File: src/rtl/sha256_pkg.sv
// SHA-256 package: round constants, initial hash values and the sigma functions.
// Used by the streaming hasher in rtl/sha256_stream_hasher.sv; depends on nothing.
package sha256_pkg;

  localparam int unsigned WORD_W  = 32;
  localparam int unsigned ROUNDS  = 64;
  localparam int unsigned SCHED_N = 16;
  localparam int unsigned CHAIN_N = 8;

  localparam logic [7:0] PAD_BYTE = 8'h80;

  function automatic logic [31:0] h_init(input logic [2:0] idx);
    logic [31:0] val;
    case (idx)
      3'd0:    val = 32'h6a09e667;
      3'd1:    val = 32'hbb67ae85;
      3'd2:    val = 32'h3c6ef372;
      3'd3:    val = 32'ha54ff53a;
      3'd4:    val = 32'h510e527f;
      3'd5:    val = 32'h9b05688c;
      3'd6:    val = 32'h1f83d9ab;
      default: val = 32'h5be0cd19;
    endcase
    return val;
  endfunction

  function automatic logic [31:0] k_round(input logic [5:0] idx);
    logic [31:0] val;
    case (idx)
      6'd0:  val = 32'h428a2f98;  6'd1:  val = 32'h71374491;
      6'd2:  val = 32'hb5c0fbcf;  6'd3:  val = 32'he9b5dba5;
      6'd4:  val = 32'h3956c25b;  6'd5:  val = 32'h59f111f1;
      6'd6:  val = 32'h923f82a4;  6'd7:  val = 32'hab1c5ed5;
      6'd8:  val = 32'hd807aa98;  6'd9:  val = 32'h12835b01;
      6'd10: val = 32'h243185be;  6'd11: val = 32'h550c7dc3;
      6'd12: val = 32'h72be5d74;  6'd13: val = 32'h80deb1fe;
      6'd14: val = 32'h9bdc06a7;  6'd15: val = 32'hc19bf174;
      6'd16: val = 32'he49b69c1;  6'd17: val = 32'hefbe4786;
      6'd18: val = 32'h0fc19dc6;  6'd19: val = 32'h240ca1cc;
      6'd20: val = 32'h2de92c6f;  6'd21: val = 32'h4a7484aa;
      6'd22: val = 32'h5cb0a9dc;  6'd23: val = 32'h76f988da;
      6'd24: val = 32'h983e5152;  6'd25: val = 32'ha831c66d;
      6'd26: val = 32'hb00327c8;  6'd27: val = 32'hbf597fc7;
      6'd28: val = 32'hc6e00bf3;  6'd29: val = 32'hd5a79147;
      6'd30: val = 32'h06ca6351;  6'd31: val = 32'h14292967;
      6'd32: val = 32'h27b70a85;  6'd33: val = 32'h2e1b2138;
      6'd34: val = 32'h4d2c6dfc;  6'd35: val = 32'h53380d13;
      6'd36: val = 32'h650a7354;  6'd37: val = 32'h766a0abb;
      6'd38: val = 32'h81c2c92e;  6'd39: val = 32'h92722c85;
      6'd40: val = 32'ha2bfe8a1;  6'd41: val = 32'ha81a664b;
      6'd42: val = 32'hc24b8b70;  6'd43: val = 32'hc76c51a3;
      6'd44: val = 32'hd192e819;  6'd45: val = 32'hd6990624;
      6'd46: val = 32'hf40e3585;  6'd47: val = 32'h106aa070;
      6'd48: val = 32'h19a4c116;  6'd49: val = 32'h1e376c08;
      6'd50: val = 32'h2748774c;  6'd51: val = 32'h34b0bcb5;
      6'd52: val = 32'h391c0cb3;  6'd53: val = 32'h4ed8aa4a;
      6'd54: val = 32'h5b9cca4f;  6'd55: val = 32'h682e6ff3;
      6'd56: val = 32'h748f82ee;  6'd57: val = 32'h78a5636f;
      6'd58: val = 32'h84c87814;  6'd59: val = 32'h8cc70208;
      6'd60: val = 32'h90befffa;  6'd61: val = 32'ha4506ceb;
      6'd62: val = 32'hbef9a3f7;  default: val = 32'hc67178f2;
    endcase
    return val;
  endfunction

  function automatic logic [31:0] big_sig0(input logic [31:0] x);
    return {x[1:0], x[31:2]} ^ {x[12:0], x[31:13]} ^ {x[21:0], x[31:22]};
  endfunction

  function automatic logic [31:0] big_sig1(input logic [31:0] x);
    return {x[5:0], x[31:6]} ^ {x[10:0], x[31:11]} ^ {x[24:0], x[31:25]};
  endfunction

  function automatic logic [31:0] small_sig0(input logic [31:0] x);
    return {x[6:0], x[31:7]} ^ {x[17:0], x[31:18]} ^ {3'b000, x[31:3]};
  endfunction

  function automatic logic [31:0] small_sig1(input logic [31:0] x);
    return {x[16:0], x[31:17]} ^ {x[18:0], x[31:19]} ^ {10'd0, x[31:10]};
  endfunction

endpackage

File: src/rtl/sha256_stream_hasher.sv
// Streaming SHA-256 hasher: byte buffer, padding sequencer and one shared round unit.
// Depends on rtl/sha256_pkg.sv for constants and the sigma functions.
//
//  channel | signals                                   | direction
//  --------+-------------------------------------------+----------
//  in      | in_valid, in_ready, opcode, message_byte  | request in
//  out     | out_valid, out_ready, digest_word,        | result out
//          | word_index, last_word                     |
//
// An absorb request that completes a 64-byte block runs the rounds through the single
// round unit (S_COMP) and then one chaining add (S_ADD); other absorbs only shift their byte in.
// A finish request shifts the remaining pad and length bytes one per cycle, runs one
// or two compressions, then offers eight digest words, one per accepted output cycle.
// The input is not ready while padding, compressing or emitting the digest.
// Reset (rst, synchronous) loads the initial hash values and clears fill and length.
module sha256_stream_hasher (
  input  logic        clk,
  input  logic        rst,
  input  logic        in_valid,
  output logic        in_ready,
  input  logic        opcode,
  input  logic [7:0]  message_byte,
  output logic        out_valid,
  input  logic        out_ready,
  output logic [31:0] digest_word,
  output logic [2:0]  word_index,
  output logic        last_word
);

  typedef enum logic [2:0] {
    S_IDLE,
    S_PAD,
    S_COMP,
    S_ADD,
    S_OUT
  } state_t;

  localparam logic OP_ABSORB = 1'b0;
  localparam logic OP_FINISH = 1'b1;

  state_t      state;
  logic [5:0]  fill;
  logic [60:0] total;
  logic        len_ok;
  logic        finishing;
  logic [5:0]  round;
  logic [2:0]  out_idx;
  logic [31:0] chain [sha256_pkg::CHAIN_N];
  logic [31:0] work  [sha256_pkg::CHAIN_N];
  // The block buffer doubles as the message schedule window; sched[0] is the oldest word.
  logic [31:0] sched [sha256_pkg::SCHED_N];

  logic        in_fire;
  logic        shift_en;
  logic [7:0]  shift_byte;
  logic        load_work;
  logic [63:0] len_bits;
  logic [7:0]  pad_byte;
  logic [31:0] t1;
  logic [31:0] t2;
  logic [31:0] w_new;

  assign in_ready    = (state == S_IDLE);
  assign out_valid   = (state == S_OUT);
  assign in_fire     = in_valid && in_ready;
  assign digest_word = chain[0];
  assign word_index  = out_idx;
  assign last_word   = (out_idx == 3'd7);

  assign len_bits = {total, 3'b000};

  always_comb begin
    // Length bytes occupy the last eight slots only once the 0x80 fits before them.
    if (len_ok && (fill[5:3] == 3'b111)) begin
      pad_byte = len_bits[{~fill[2:0], 3'b000} +: 8];
    end else begin
      pad_byte = 8'h00;
    end
    shift_en   = in_fire || (state == S_PAD);
    shift_byte = pad_byte;
    if (in_fire) begin
      shift_byte = (opcode == OP_FINISH) ? sha256_pkg::PAD_BYTE : message_byte;
    end
    load_work = shift_en && (fill == 6'd63);
  end

  always_comb begin
    t1 = work[7] + sha256_pkg::big_sig1(work[4]) +
         ((work[4] & work[5]) ^ (~work[4] & work[6])) +
         sha256_pkg::k_round(round) + sched[0];
    t2 = sha256_pkg::big_sig0(work[0]) +
         ((work[0] & work[1]) ^ (work[0] & work[2]) ^ (work[1] & work[2]));
    w_new = sched[0] + sha256_pkg::small_sig0(sched[1]) + sched[9] +
            sha256_pkg::small_sig1(sched[14]);
  end

  always_ff @(posedge clk) begin
    if (shift_en) begin
      for (int i = 0; i < sha256_pkg::SCHED_N - 1; i++) begin
        sched[i] <= {sched[i][23:0], sched[i+1][31:24]};
      end
      sched[sha256_pkg::SCHED_N-1] <= {sched[sha256_pkg::SCHED_N-1][23:0], shift_byte};
    end else if (state == S_COMP) begin
      for (int i = 0; i < sha256_pkg::SCHED_N - 1; i++) begin
        sched[i] <= sched[i+1];
      end
      sched[sha256_pkg::SCHED_N-1] <= w_new;
    end

    if (load_work) begin
      for (int i = 0; i < sha256_pkg::CHAIN_N; i++) begin
        work[i] <= chain[i];
      end
    end else if (state == S_COMP) begin
      work[7] <= work[6];
      work[6] <= work[5];
      work[5] <= work[4];
      work[4] <= work[3] + t1;
      work[3] <= work[2];
      work[2] <= work[1];
      work[1] <= work[0];
      work[0] <= t1 + t2;
    end
  end

  always_ff @(posedge clk) begin
    if (rst) begin
      state     <= S_IDLE;
      fill      <= '0;
      total     <= '0;
      len_ok    <= 1'b0;
      finishing <= 1'b0;
      round     <= '0;
      out_idx   <= '0;
      for (int i = 0; i < sha256_pkg::CHAIN_N; i++) begin
        chain[i] <= sha256_pkg::h_init(3'(i));
      end
    end else begin
      case (state)
        S_IDLE: begin
          if (in_fire) begin
            fill      <= fill + 6'd1;
            finishing <= (opcode == OP_FINISH);
            if (opcode == OP_ABSORB) begin
              total <= total + 61'd1;
            end else begin
              len_ok <= (fill[5:3] != 3'b111);
            end
            if (fill == 6'd63) begin
              state <= S_COMP;
              round <= '0;
            end else if (opcode == OP_FINISH) begin
              state <= S_PAD;
            end
          end
        end
        S_PAD: begin
          fill <= fill + 6'd1;
          if (fill == 6'd63) begin
            state <= S_COMP;
            round <= '0;
          end
        end
        S_COMP: begin
          round <= round + 6'd1;
          if (round == 6'd63) begin
            state <= S_ADD;
          end
        end
        S_ADD: begin
          for (int i = 0; i < sha256_pkg::CHAIN_N; i++) begin
            chain[i] <= chain[i] + work[i];
          end
          if (finishing && len_ok) begin
            state   <= S_OUT;
            out_idx <= '0;
          end else if (finishing) begin
            // The 0x80 filled the tail of this block; the length goes in one more block.
            len_ok <= 1'b1;
            state  <= S_PAD;
          end else begin
            state <= S_IDLE;
          end
        end
        S_OUT: begin
          if (out_ready) begin
            out_idx <= out_idx + 3'd1;
            for (int i = 0; i < sha256_pkg::CHAIN_N - 1; i++) begin
              chain[i] <= chain[i+1];
            end
            chain[sha256_pkg::CHAIN_N-1] <= chain[0];
            if (out_idx == 3'd7) begin
              for (int i = 0; i < sha256_pkg::CHAIN_N; i++) begin
                chain[i] <= sha256_pkg::h_init(3'(i));
              end
              total     <= '0;
              fill      <= '0;
              len_ok    <= 1'b0;
              finishing <= 1'b0;
              state     <= S_IDLE;
            end
          end
        end
        default: begin
          state <= S_IDLE;
        end
      endcase
    end
  end

`ifndef ASSERT_OFF
  a_no_overlap: assert property (@(posedge clk) disable iff (rst)
    !(in_ready && out_valid))
    else $error("input accepted while a digest is pending");

  a_round_end: assert property (@(posedge clk) disable iff (rst)
    (state == S_COMP && round == 6'd63) |=> (state == S_ADD))
    else $error("compression did not end after the last round");

  a_new_message: assert property (@(posedge clk) disable iff (rst)
    (out_valid && out_ready && last_word) |=> (in_ready && fill == 6'd0 && total == 61'd0))
    else $error("message state not cleared after the digest");

  a_comp_start: assert property (@(posedge clk) disable iff (rst)
    load_work |=> (state == S_COMP && round == 6'd0 && fill == 6'd0))
    else $error("compression started on a partial block");
`endif

endmodule
File: config.mk
export PLATFORM = sky130hd
export DESIGN_NAME = sha256_stream_hasher
export DESIGN_NICKNAME = d
export VERILOG_FILES = /design/src/rtl/sha256_pkg.sv /design/src/rtl/sha256_stream_hasher.sv
export SDC_FILE = /design/constraint.sdc
export NUM_CORES = 2
export LEC_CHECK = 0
export BUFFER_PORTS_ARGS = -buffer_cell sky130_fd_sc_hd__buf_2
export CORE_MARGIN = 10
export CORE_UTILIZATION = 65
export CTS_CLUSTER_DIAMETER = 100
export DETAILED_ROUTE_END_ITERATION = 10
export HOLD_SLACK_MARGIN = 0.1
export PLACE_DENSITY = 0.81
export SYNTH_ARGS = -nofsm -noshare
export SYNTH_HDL_FRONTEND = slang
export SYNTH_SLANG_ARGS = --single-unit
File: constraint.sdc
create_clock -name clk -period 21.4 [get_ports clk]
set_clock_uncertainty 0.1 [all_clocks]
set_input_delay 1.07 -clock clk [delete_from_list [all_inputs] [get_ports clk]]
set_output_delay 1.07 -clock clk [all_outputs]
set_load 0.01 [all_outputs]
==> results.json <==
{
  "status": "complete, but fails checks",
  "failed_checks": "DRC",
  "top_level_ports": 51,
  "coreArea_mm2": 0.115,
  "async_reset_ff_share_pct": 0,
  "crit_path_top_delay_cell": "edfxtp_1",
  "whs_ns": 0.409,
  "post_dp_cell_area_mm2": 0.0765,
  "clkSinkCount": 1137,
  "startpoint_type": "flop",
  "grt.total_usage_pct": 37.0,
  "synth_warnings": 0,
  "worstSetupPathType": "reg -> reg",
  "netlist_area_mm2": 0.0755,
  "min_path_type": "reg -> reg",
  "avgRoutedWirePerCell_um": 25.5,
  "synthCells": 8443,
  "cts.hold.buffers_added": 0,
  "drt-initial-drc-count": 9012,
  "cts_setup_buffers": 0,
  "fin_crit_ns": 9.04,
  "grt_pass1_vias": 60571,
  "crit_path_max_fanout": 7,
  "max_stage_delay_ns": 0.62,
  "setup_viol": 0,
  "ir_drop_v": 0.0000958,
  "antenna_found_initial": 11,
  "nets": 8803,
  "clock_latency_ns": 0.79,
  "place_inst": 9590,
  "num_rows": 124,
  "viasPerCell": 6.58,
  "endpoint_kind": "flop",
  "dieHeight_um": 361,
  "die_w_um": 361,
  "cts_resized": 0,
  "power.density_mw_per_mm2": 93.3,
  "grt_pass1_wl_um": 372000,
  "drv_slew": 0,
  "grt_overflow": 0,
  "ys_top_cells_by_area": "edfxtp_1 36%, nand2_1 12%, ha_1 6.5%",
  "routabilityCongestion": 0.989,
  "synth-seq-cells": 1137,
  "cp_common_cell": "fa_1",
  "vias": 64662,
  "place_ws_ns": 12.64,
  "drc": 1,
  "dieArea_mm2": 0.130,
  "cts_root_buf": "clkbuf_16",
  "yosysUniqueCellTypes": 109,
  "drt_wl_total_um": 250000,
  "port_buffers": 50,
  "total_power_mw": 7.52,
  "arrival_ns": 9.44,
  "cts_tree": "yes",
  "hpwl_um": 178000,
  "numCtsBuffers": 121,
  "synthFlopType": "edfxtp_1",
  "cts_buffer_depth": 3,
  "leakage_nw": 33.5,
  "syn-num-nets": 9045,
  "htree_num_levels": 3,
  "synth_edf_count": 896,
  "cp.required_ns": 21.81,
  "fin_setup_tns_ns": 0,
  "final_layout_size_suffix_gt1_share_pct": 5.37,
  "max_cap_viol_count": 0,
  "clkTransAtPathRegs_ns": 0.06,
  "synth_top_area_share_pct": 35.6,
  "syn_avg_cell_area_um2": 8.94,
  "syn2layout_area_growth_pct": 6.72,
  "start_util_pct": 65.8,
  "finalHoldViolCount": 0,
  "final_area_mm2": 0.0806,
  "synth_seq_area_share_pct": 42.0,
  "worst_slew_pin_slew_ns": 1.26,
  "first_pass_iters": 11,
  "synth_largest_area_cell": "edfxtp_1",
  "grt_max_degree": 200,
  "fillers": 8657,
  "final_antenna_net_count": 0,
  "post-route-util_pct": 70.2,
  "stdcell_count": 9824,
  "rsz0062_at_grt": "no",
  "worst_slack_ns": 12.36,
  "post-route-period-util_pct": 42.2,
  "fmax_mhz": 111,
  "relSlewSlack_pct": 14.5
}
## final cells by class
type / instances / area [µm²] / area share (%)
Multi-Input combinational cell: 6508 / 40800 / 50.7
Tap cell: 1512 / 1890 / 2.35
Clock inverter: 66 / 826 / 1.02
Inverter: 312 / 1190 / 1.48
Clock buffer: 165 / 3280 / 4.07
Sequential cell: 1137 / 31700 / 39.4
Antenna cell: 3 / 7.51 / 0.00931
Timing Repair Buffer: 121 / 821 / 1.02
## placed cells by master (no fill, tap or decap), types with 74 or more instances in the layout
master     Yosys  routed
a21o_1       168     166
a21oi_1      472     472
clkbuf_16      0     121
dfxtp_1      241     241
edfxtp_1     896     896
fa_1         195     195
ha_1         394     394
inv_1        308     305
nand2_1     2474    2469
nand2b_1      78      76
nand3_1      107     107
nor2_1       461     454
nor3_1       102     100
o211ai_1      74      74
o21ai_0      441     441
xnor2_1      401     401
xor2_1       213     213
## critical path, delay by kind of cell (launching register included)
family          cells  cell delay [ns]
xor+xnor            4             1.09
flops               1             0.62
simple gates        5             0.84
compound gates     11             2.86
buf+inv             4             0.28
fa+ha+maj           7             2.95
## report_power, final
part | switching, mW | internal, mW
logic | 1.52 | 0.995
registers | 0.186 | 2.63
clock network | 0.960 | 1.24
## synth_stat cells, types with 26 or more instances
master,number
nand4_1,32
nand3_1,107
o21a_1,47
ha_1,394
buf_2,32
and3_1,42
xnor2_1,401
nand2_1,2474
dfxtp_1,241
nor3_1,102
nand2b_1,78
o22ai_1,52
a221oi_1,26
nor2_1,461
o21bai_1,38
edfxtp_1,896
inv_1,308
a31oi_1,47
mux2i_1,27
buf_1,40
a222oi_1,28
a211oi_1,67
o21ai_0,441
a21o_1,168
xor2_1,213
nor2b_1,48
or3_1,44
clkbuf_1,411
mux2_2,31
fa_1,195
o211ai_1,74
a21oi_1,472
## worst paths after layout
path              slack, ns          end  depth (start not counted)   startpoint
setup / recovery      12.36  work[0][31]                         31  work[1][26]
hold / removal         0.41    total[35]                          2    total[35]
setup reg to reg      12.36  work[0][31]                         31  work[1][26]
hold reg to reg        0.41    total[35]                          2    total[35]
## cells by family after synthesis
family	Yosys count	share of synthesized area, %
XOR/XNOR	616	7.18
multiplexers	73	1.27
AO/OA/AOI/OAI	1730	14.6
adder cells (fa/ha/maj)	593	11.8
buffers and inverters	798	4.04
AND/OR/NAND/NOR	3496	19.1
flip-flops	1137	42.0
## flip-flops by register name, summed over array words and instances (netlist names), named ones only
signal / flops
len_ok: 1
sched: 512
work: 256
word_index: 3
chain: 256
state: 3
finishing: 1
round: 6
total: 61
fill: 6
## metal layers
| metal | track usage, % | vias up | routed length, µm |
|---|---|---|---|
| met5 | 0.518 | - | 179 |
| met4 | 14.4 | 14 | 11200 |
| met3 | 8.89 | 680 | 31600 |
| met2 | 54.5 | 4122 | 107000 |
| met1 | 52.6 | 31103 | 100000 |
| li1 | - | 28743 | - |
(Power assumes the default switching activity.)
